File: src/hw/rtl/msc_ram.sv
`timescale 1ns / 1ps
// generic single-port-write, single-port-read ram with registered read data
module msc_ram #(
    parameter int WIDTH = 32,
    parameter int DEPTH = 32
) (
    input  logic                     clk,
    input  logic                     we,
    input  logic [$clog2(DEPTH)-1:0] waddr,
    input  logic [WIDTH-1:0]         wdata,
    input  logic                     re,
    input  logic [$clog2(DEPTH)-1:0] raddr,
    output logic [WIDTH-1:0]         rdata
);

    logic [WIDTH-1:0] mem [DEPTH];

    always_ff @(posedge clk)
    begin
        if (we)
        begin
            mem[waddr] <= wdata;
        end
        if (re)
        begin
            rdata <= mem[raddr];
        end
    end

endmodule

File: config.mk
export PLATFORM = sky130hd
export DESIGN_NAME = msc_ram
export DESIGN_NICKNAME = d
export VERILOG_FILES = /design/src/hw/rtl/msc_ram.sv
export SDC_FILE = /design/constraint.sdc
export NUM_CORES = 1
export LEC_CHECK = 0
export ABC_AREA = 1
export BUFFER_PORTS_ARGS = -buffer_cell sky130_fd_sc_hd__buf_2
export CAP_MARGIN = 15
export CORE_MARGIN = 1
export CORE_UTILIZATION = 40
export DETAILED_ROUTE_END_ITERATION = 6
export HOLD_SLACK_MARGIN = 0.08
export PLACE_DENSITY = 0.55
export SLEW_MARGIN = 20
export SYNTH_ARGS = -nofsm -noshare
export SYNTH_HDL_FRONTEND = slang
export SYNTH_SLANG_ARGS = --single-unit
File: constraint.sdc
create_clock -name clk -period 3.3 [get_ports clk]
set_clock_uncertainty 0.1 [all_clocks]
set_input_delay 0 -clock clk [delete_from_list [all_inputs] [get_ports clk]]
set_output_delay 0 -clock clk [all_outputs]
set_load 0.05 [all_outputs]
==> run metrics, run 1 <==
fmax=0.331 GHz; ranking of synthesized cells by area=edfxtp_1 (74%), nand2_1 (13%), nand3_1 (9.1%); GR Overflow Total=0; n_diodes=0; Worst Setup SP=raddr[1]; Setup CP Type=in -> reg; Slew HR=0.247; Final Max Tran Viols=0; Filler Cells Inserted=9,584; Clock Sinks=1,056; Least-Margin Pin Slew=1.13 ns; #FFs+latches synth=1,056; Critical Path RT=3.63 ns; Synth Warn #=0; final net count=3,678; synth unique cells=13; setup TNS=0 ns; PwrDens=586 mW/mm2; Initial Util=0.405; CTS H-Tree Depth=3; die height=329 um; Max-Cap Viols=0; Vias per Instance=5.20; WL per Instance=22.1 um; first-pass GRT wire length=170,000 um; status=complete, but fails checks; Post-DP HPWL=57,700 um; share of cells above drive strength 1=0.0896; worst flop-to-flop path startpoint=mem[5][13]$_DFFE_PP_; Syn Nets=3,581; period utilization=0.916; Port Buffers=76; top fanout value on the critical path=55; Core Area=0.106 mm2; global-route met3 utilization=0.0279; Max Root-Sink Buffers=3; number of DRC markers in iteration 0=2,322; met1 Use GR=0.299; Arr. time, crit path=3.35 ns; min Tclk post-route=3.02 ns; die area=0.108 mm2; global placer's final weighted congestion=0.749; leakage power=0.0174 uW; crit-path cells=dlygate4sd3_1 > buf_8 > inv_8 > buf_4 > nand3_1 > nand3_1 > nand2_1 > nand2_1 > nand2_1 > dlygate4sd3_1 > nand2_1 > nand2_1 > dlygate4sd3_1; Worst Path Buf+Inv=6; slowest stage cell, crit path=dlygate4sd3_1; vias in the first global route=25,891; Post-Synthesis Cells=3,536; CTS tree=done; gr usage total=0.210; vias=26,582; GRT Max-Usage Layer=met2; initial antenna violation count=2; most frequent CP cell=nand2_1; # DRC=6; Area growth syn-to-layout=12.5%; Routed WL=113,000 um; Yosys top cell area share=0.742; register area share after synthesis=0.742; Worst VDD drop=0.000396 V; Hold Startpoint=raddr[2]; Core Rows=119; Clock Latency Late Sink=0.68 ns; setup slack, reg-to-reg=0.95 ns; grt met2 use=0.342; clk root buf=clkbuf_16; leading area contributor after synthesis=edfxtp_1; ANT nets after route=0; CTS Buf Count=109; CTS resizes=0; Mean Syn Cell Area=12.1 um2; Crit. End Element=register; TritonRoute pass-1 iters=7; startpoint types=input pin; critical path's largest stage delay=0.56 ns; Die W=329 um; final setup fails=0; RSZ-0062 raised after global routing=no; hold crit path type=in -> reg; I/O pins=77; Min Hold Slack=0.118 ns; Syn Std Cell Area=0.0427 mm2; Clock transition at path regs=0.06 ns; CP delay by family, top=buffers and inverters; final hold violations=0; failing checks=DRC; largest net degree at the start of global routing=141
-- cells in the final DEF (no fill, tap or decap) --
cell           Yosys  layout
buf_12             0      14
buf_2             83      72
buf_4             24      72
buf_6             66       1
buf_8              3       2
bufinv_16          0       1
clkbuf_1          24      36
clkbuf_16          0     113
clkinv_1           0      25
clkinv_2           0      18
clkinvlp_4         0       1
dlygate4sd3_1      0      43
edfxtp_1        1056    1056
inv_1              7       5
inv_16             0       2
inv_2              2       1
inv_6              0       3
inv_8              1       1
nand2_1         1440    1440
nand3_1          780     780
nor2_4             0      32
-- final cells by class --
cell class | count | area (um2) | share of cell area
tap | 1391 | 1740 | 0.0362
clock buffer | 149 | 2960 | 0.0617
inverter | 10 | 67.6 | 0.00141
sequential | 1056 | 31700 | 0.660
multi-input combinational | 2252 | 9670 | 0.201
timing repair buffer | 204 | 1650 | 0.0344
clock inverter | 47 | 254 | 0.00529
-- worst register-to-register path, cell delays in order (launching register included) --
cell	delay [ns]
edfxtp_1	0.37
nand2_1	0.07
nand3_1	0.08
nand3_1	0.10
nand2_1	0.08
nand2_1	0.06
nand2_1	0.05
dlygate4sd3_1	0.54
nand2_1	0.06
nand2_1	0.06
dlygate4sd3_1	0.54
-- synth_stat cells --
cell	n
buf_1	18
buf_2	83
buf_4	24
buf_6	66
buf_8	3
clkbuf_1	24
edfxtp_1	1056
inv_1	7
inv_2	2
inv_8	1
nand2_1	1440
nand3_1	780
nor2_1	32
-- what timing repair did --
item / CTS / global route
endpoints found under the hold margin: 1084 / 0
hold buffers: 43 / 0
buffers inserted: 0 / 0
-- cells by family after synthesis --
kind of cell | Yosys count | synth area share
buffers and inverters | 228 | 0.0371
and+or+nand+nor | 2252 | 0.221
DFF | 1056 | 0.742
-- routing by layer --
layer,up-vias,routed length (um)
li1,12557,-
met5,-,0
met1,13191,51700
met2,693,53900
met3,141,5290
met4,0,2140
-- per-stage QoR --
step	instances	power [uW]	instance area, um2	setup slack (ns)	util
finish	5109	28100	48100	0.276	0.455
global route	5109	29000	48100	0.143	0.455
CTS	5109	28400	48100	0.296	0.455
detailed placement	4870	17100	44400	1.14	0.421
global placement	4870	17100	44400	1.13	0.421
floorplan	3536	16400	42700	1.12	-
-- flip-flops by register name, indices dropped and copies added, names as in the netlist --
signal,flops
mem,1024
rdata,32
-- power breakdown --
part | total [uW] | internal (uW) | switching [uW]
clock network | 11300 | 6310 | 4970
logic | 1820 | 461 | 1360
registers | 15000 | 15000 | 66.9
total | 28100 | 21700 | 6400
-- final timing paths --
kind                                            end  cells past startpoint
worst min register to register  rdata[29]$_DFFE_PP_                      8
worst max register to register  rdata[13]$_DFFE_PP_                     10
worst max-delay path            rdata[13]$_DFFE_PP_                     13
worst min-delay path             rdata[2]$_DFFE_PP_                      8
(Power assumes the default switching activity.)
==> run 2, diff against run 1 <==
--- a/config.mk
+++ b/config.mk
@@ -5,7 +5,7 @@
 export SDC_FILE = /design/constraint.sdc
 export NUM_CORES = 1
 export LEC_CHECK = 0
-export ABC_AREA = 1
+export ABC_CLOCK_PERIOD_IN_PS = 3300
 export BUFFER_PORTS_ARGS = -buffer_cell sky130_fd_sc_hd__buf_2
 export CAP_MARGIN = 15
 export CORE_MARGIN = 1
==> run metrics, run 2 <==
sequential share of power=0.529 (-0.005); Setup CP Type=in -> reg; CTS Buf Count=107 (-1.8%); share of cells above drive strength 1=0.137 (+0.0473); most frequent cells after synthesis=edfxtp_1 (1,056), mux2i_1 (512), nand2_1 (98), nand3_1 (98); Core Rows=116 (-2.5%); Biggest register=mem; setup TNS=0 ns (unchanged); Die W=321 um (-2.3%); Clock Sinks=1,056 (unchanged); Synth Flop Type=edfxtp_1; Syn Nets=2,305 (-36%); final hold violations=0 (unchanged); synth unique cells=24 (+11); ys async rst share=0 (unchanged); CTS tree=done; setup slack, reg-to-reg=0.91 ns (-0.04 ns); worst flop-to-flop path startpoint=mem[16][15]$_DFFE_PP_; status=finished, final reports clean; largest net degree at the start of global routing=81 (-43%); Vias per Instance=5.47 (+5.1%); Arr. time, crit path=3.22 ns (-0.13 ns); #FFs+latches synth=1,056 (unchanged); Worst Reg-to-Reg Cells=6 (-4); Yosys top cell area share=0.777 (+0.0349); GRT Max-Usage Layer=met2; Slew HR=0.304 (+0.0576); Final Max Tran Viols=0 (unchanged); most common cell after layout, fill and taps aside=edfxtp_1; Largest regs=mem: 1024 flops, rdata: 32 flops; max FFs per register=1,024 (unchanged); TritonRoute pass-1 iters=5 (-2); first-pass GRT wire length=154,000 um (-9.4%); fmax=0.343 GHz (+3.6%); gr usage total=0.208 (-0.00236); most common cell in the netlist=edfxtp_1; hold crit path type=in -> reg; Port Buffers=76 (unchanged); Clock Power Share=0.415 (+0.014); # hold bufs at CTS=48 (+12%); Post-synth EDFFs=1,056 (unchanged); Initial Util=0.406 (+0.000959); vias=21,283 (-20%); Mean Syn Cell Area=18.1 um2 (+49%); grt met2 use=0.342 (about the same); Area growth syn-to-layout=15.6%; Clock transition at path regs=0.06 ns (about the same); r2r endpoint=rdata[15]$_DFFE_PP_; CTS H-Tree Depth=3 (unchanged); ranking of synthesized cells by area=edfxtp_1 (78%), mux2i_1 (13%), a22oi_1 (1.8%); Hold Startpoint=waddr[4]; Post-Synthesis Cells=2,260 (-36%); Worst VDD drop=0.000391 V (-1.3%); Critical Path RT=3.60 ns (-0.03 ns); Filler Cells Inserted=8,441 (-12%); Hold Path Cell Cnt=3 (-5); vias in the first global route=21,806 (-16%); combinational share of power=0.056 (-0.009); RSZ-0062 raised after global routing=no; Crit. End Element=register; Routed WL=107,000 um (-5.4%); initial antenna violation count=3 (+1); met1 Use GR=0.280 (-0.0190); WL per Instance=27.4 um (+24%); CTS resizes=0 (unchanged); GR Overflow Total=0 (unchanged); leading area contributor after synthesis=edfxtp_1; Psw=6160 uW (-3.7%); setup ws final=0.381 ns (+0.104 ns); worst slack at placement=0.812 ns (-0.329 ns); final setup fails=0 (unchanged); ANT nets after route=0 (unchanged); global placer's final weighted congestion=0.793 (+5.9%); most frequent cells in the layout=edfxtp_1 (1,056), mux2i_1 (512), clkbuf_16 (109), nand3_1 (98), nand2_1 (97); Least-Margin Pin Slew=1.04 ns (-0.0848 ns); final core area utilization=0.469 (+0.0138); min Tclk post-route=2.92 ns (-0.104 ns); Syn Std Cell Area=0.0408 mm2 (-4.5%); period utilization=0.885 (-0.0316); leakage power=0.0163 uW (-6.5%); register area share after synthesis=0.777 (+0.0349); die height=321 um (-2.3%); Synth Warn #=0 (unchanged); Post-DP HPWL=58,700 um (+1.6%); number of DRC markers in iteration 0=1,823 (-21%); Switching Fraction=0.217 (-0.0106); final net count=2,496 (-32%); WHS Endpoint=mem[28][6]$_DFFE_PP_; startpoint types=input pin; top fanout value on the critical path=30 (-45%); global-route met3 utilization=0.0306 (+0.00274); Max-Cap Viols=0 (unchanged); Max Root-Sink Buffers=3 (unchanged); Clock Latency Late Sink=0.68 ns (about the same); PwrDens=603 mW/mm2 (+2.9%); Setup Buffers After CTS=0 (unchanged); # DRC=0 (-6); Cell Int Power=22,300 uW (+2.4%); clk root buf=clkbuf_16; Post-DP Area=0.0433 mm2 (-2.5%); Final Cell Area=0.0472 mm2 (-1.8%); die area=0.103 mm2 (-4.5%); I/O pins=77 (unchanged); n_diodes=0 (unchanged); Core Area=0.101 mm2 (-4.7%); power consumption=28,400 uW (+1.0%)
==> run 2: cell count changes in the layout (fill, tap and decap cells not counted), moves of 64 or more <==
cell	previous run	this run
nand2_1	1440	97
nand3_1	780	98
mux2i_1	0	512
a21oi_1	0	96
a22oi_1	0	96
a22o_1	0	64
==> run 2: kinds of logic after synthesis <==
group / Yosys count / share of synthesized area
AO/OA/AOI/OAI: 288 / 0.0481
buffers and inverters: 127 / 0.0185
flip-flops: 1056 / 0.777
multiplexers: 512 / 0.126
AND/OR/NAND/NOR: 277 / 0.0308
==> run 2: worst max-delay path, stage by stage <==
cell,delay (ns)
dlygate4sd3_1,0.54
buf_2,0.17
nor2_4,0.15
dlygate4sd3_1,0.70
buf_12,0.29
buf_4,0.34
buf_4,0.41
nand2_1,0.16
a31oi_1,0.30
nand3_1,0.11
==> run 2: metrics by stage <==
stage | cells | hold WS, ns
4_1_cts | 3893 | 0.0816
6_report | 3893 | 0.118
5_1_grt | 3893 | 0.143
3_5_place_dp | 3651 | 0.426
3_3_place_gp | 3651 | 0.404
2_1_floorplan | 2260 | -0.00113
==> run 2: worst max-delay path by stage <==
stage	depth (start not counted)	end	slack (ns)	from
6_report	10	rdata[28]$_DFFE_PP_	0.38	raddr[1]
5_1_grt	10	rdata[28]$_DFFE_PP_	0.29	raddr[1]
4_1_cts	10	rdata[28]$_DFFE_PP_	0.43	raddr[1]
3_5_place_dp	7	rdata[31]$_DFFE_PP_	0.81	raddr[2]
3_3_place_gp	7	rdata[31]$_DFFE_PP_	0.85	raddr[2]
2_1_floorplan	3	mem[12][0]$_DFFE_PP_	0.77	waddr[1]
==> run 2: area by class of cell <==
| type | instances | area [um2] | share of cell area |
|---|---|---|---|
| sequential | 1056 | 31700 | 0.672 |
| clock buffer | 130 | 2810 | 0.0595 |
| timing repair buffer | 209 | 1760 | 0.0373 |
| multi-input combinational | 1077 | 8610 | 0.183 |
| clock inverter | 64 | 591 | 0.0125 |
| tap | 1357 | 1700 | 0.0360 |
==> run 2: per-layer routing <==
metal,part of all wire,vias up
li1,-,9405
met4,0.031,2
met2,0.48,591
met3,0.052,160
met5,0.00011,-
met1,0.43,11125
==> run 2: power by group through the flow <==
| stage | Clock [uW] | Combinational (uW) | Sequential [uW] |
|---|---|---|---|
| finish | 11800 | 1600 | 15000 |
| global route | 12500 | 1700 | 15000 |
| CTS | 12000 | 1610 | 15000 |
| detailed placement | 0 | 1550 | 15300 |
| global placement | 0 | 1540 | 15300 |
| floorplan | 0 | 771 | 15400 |
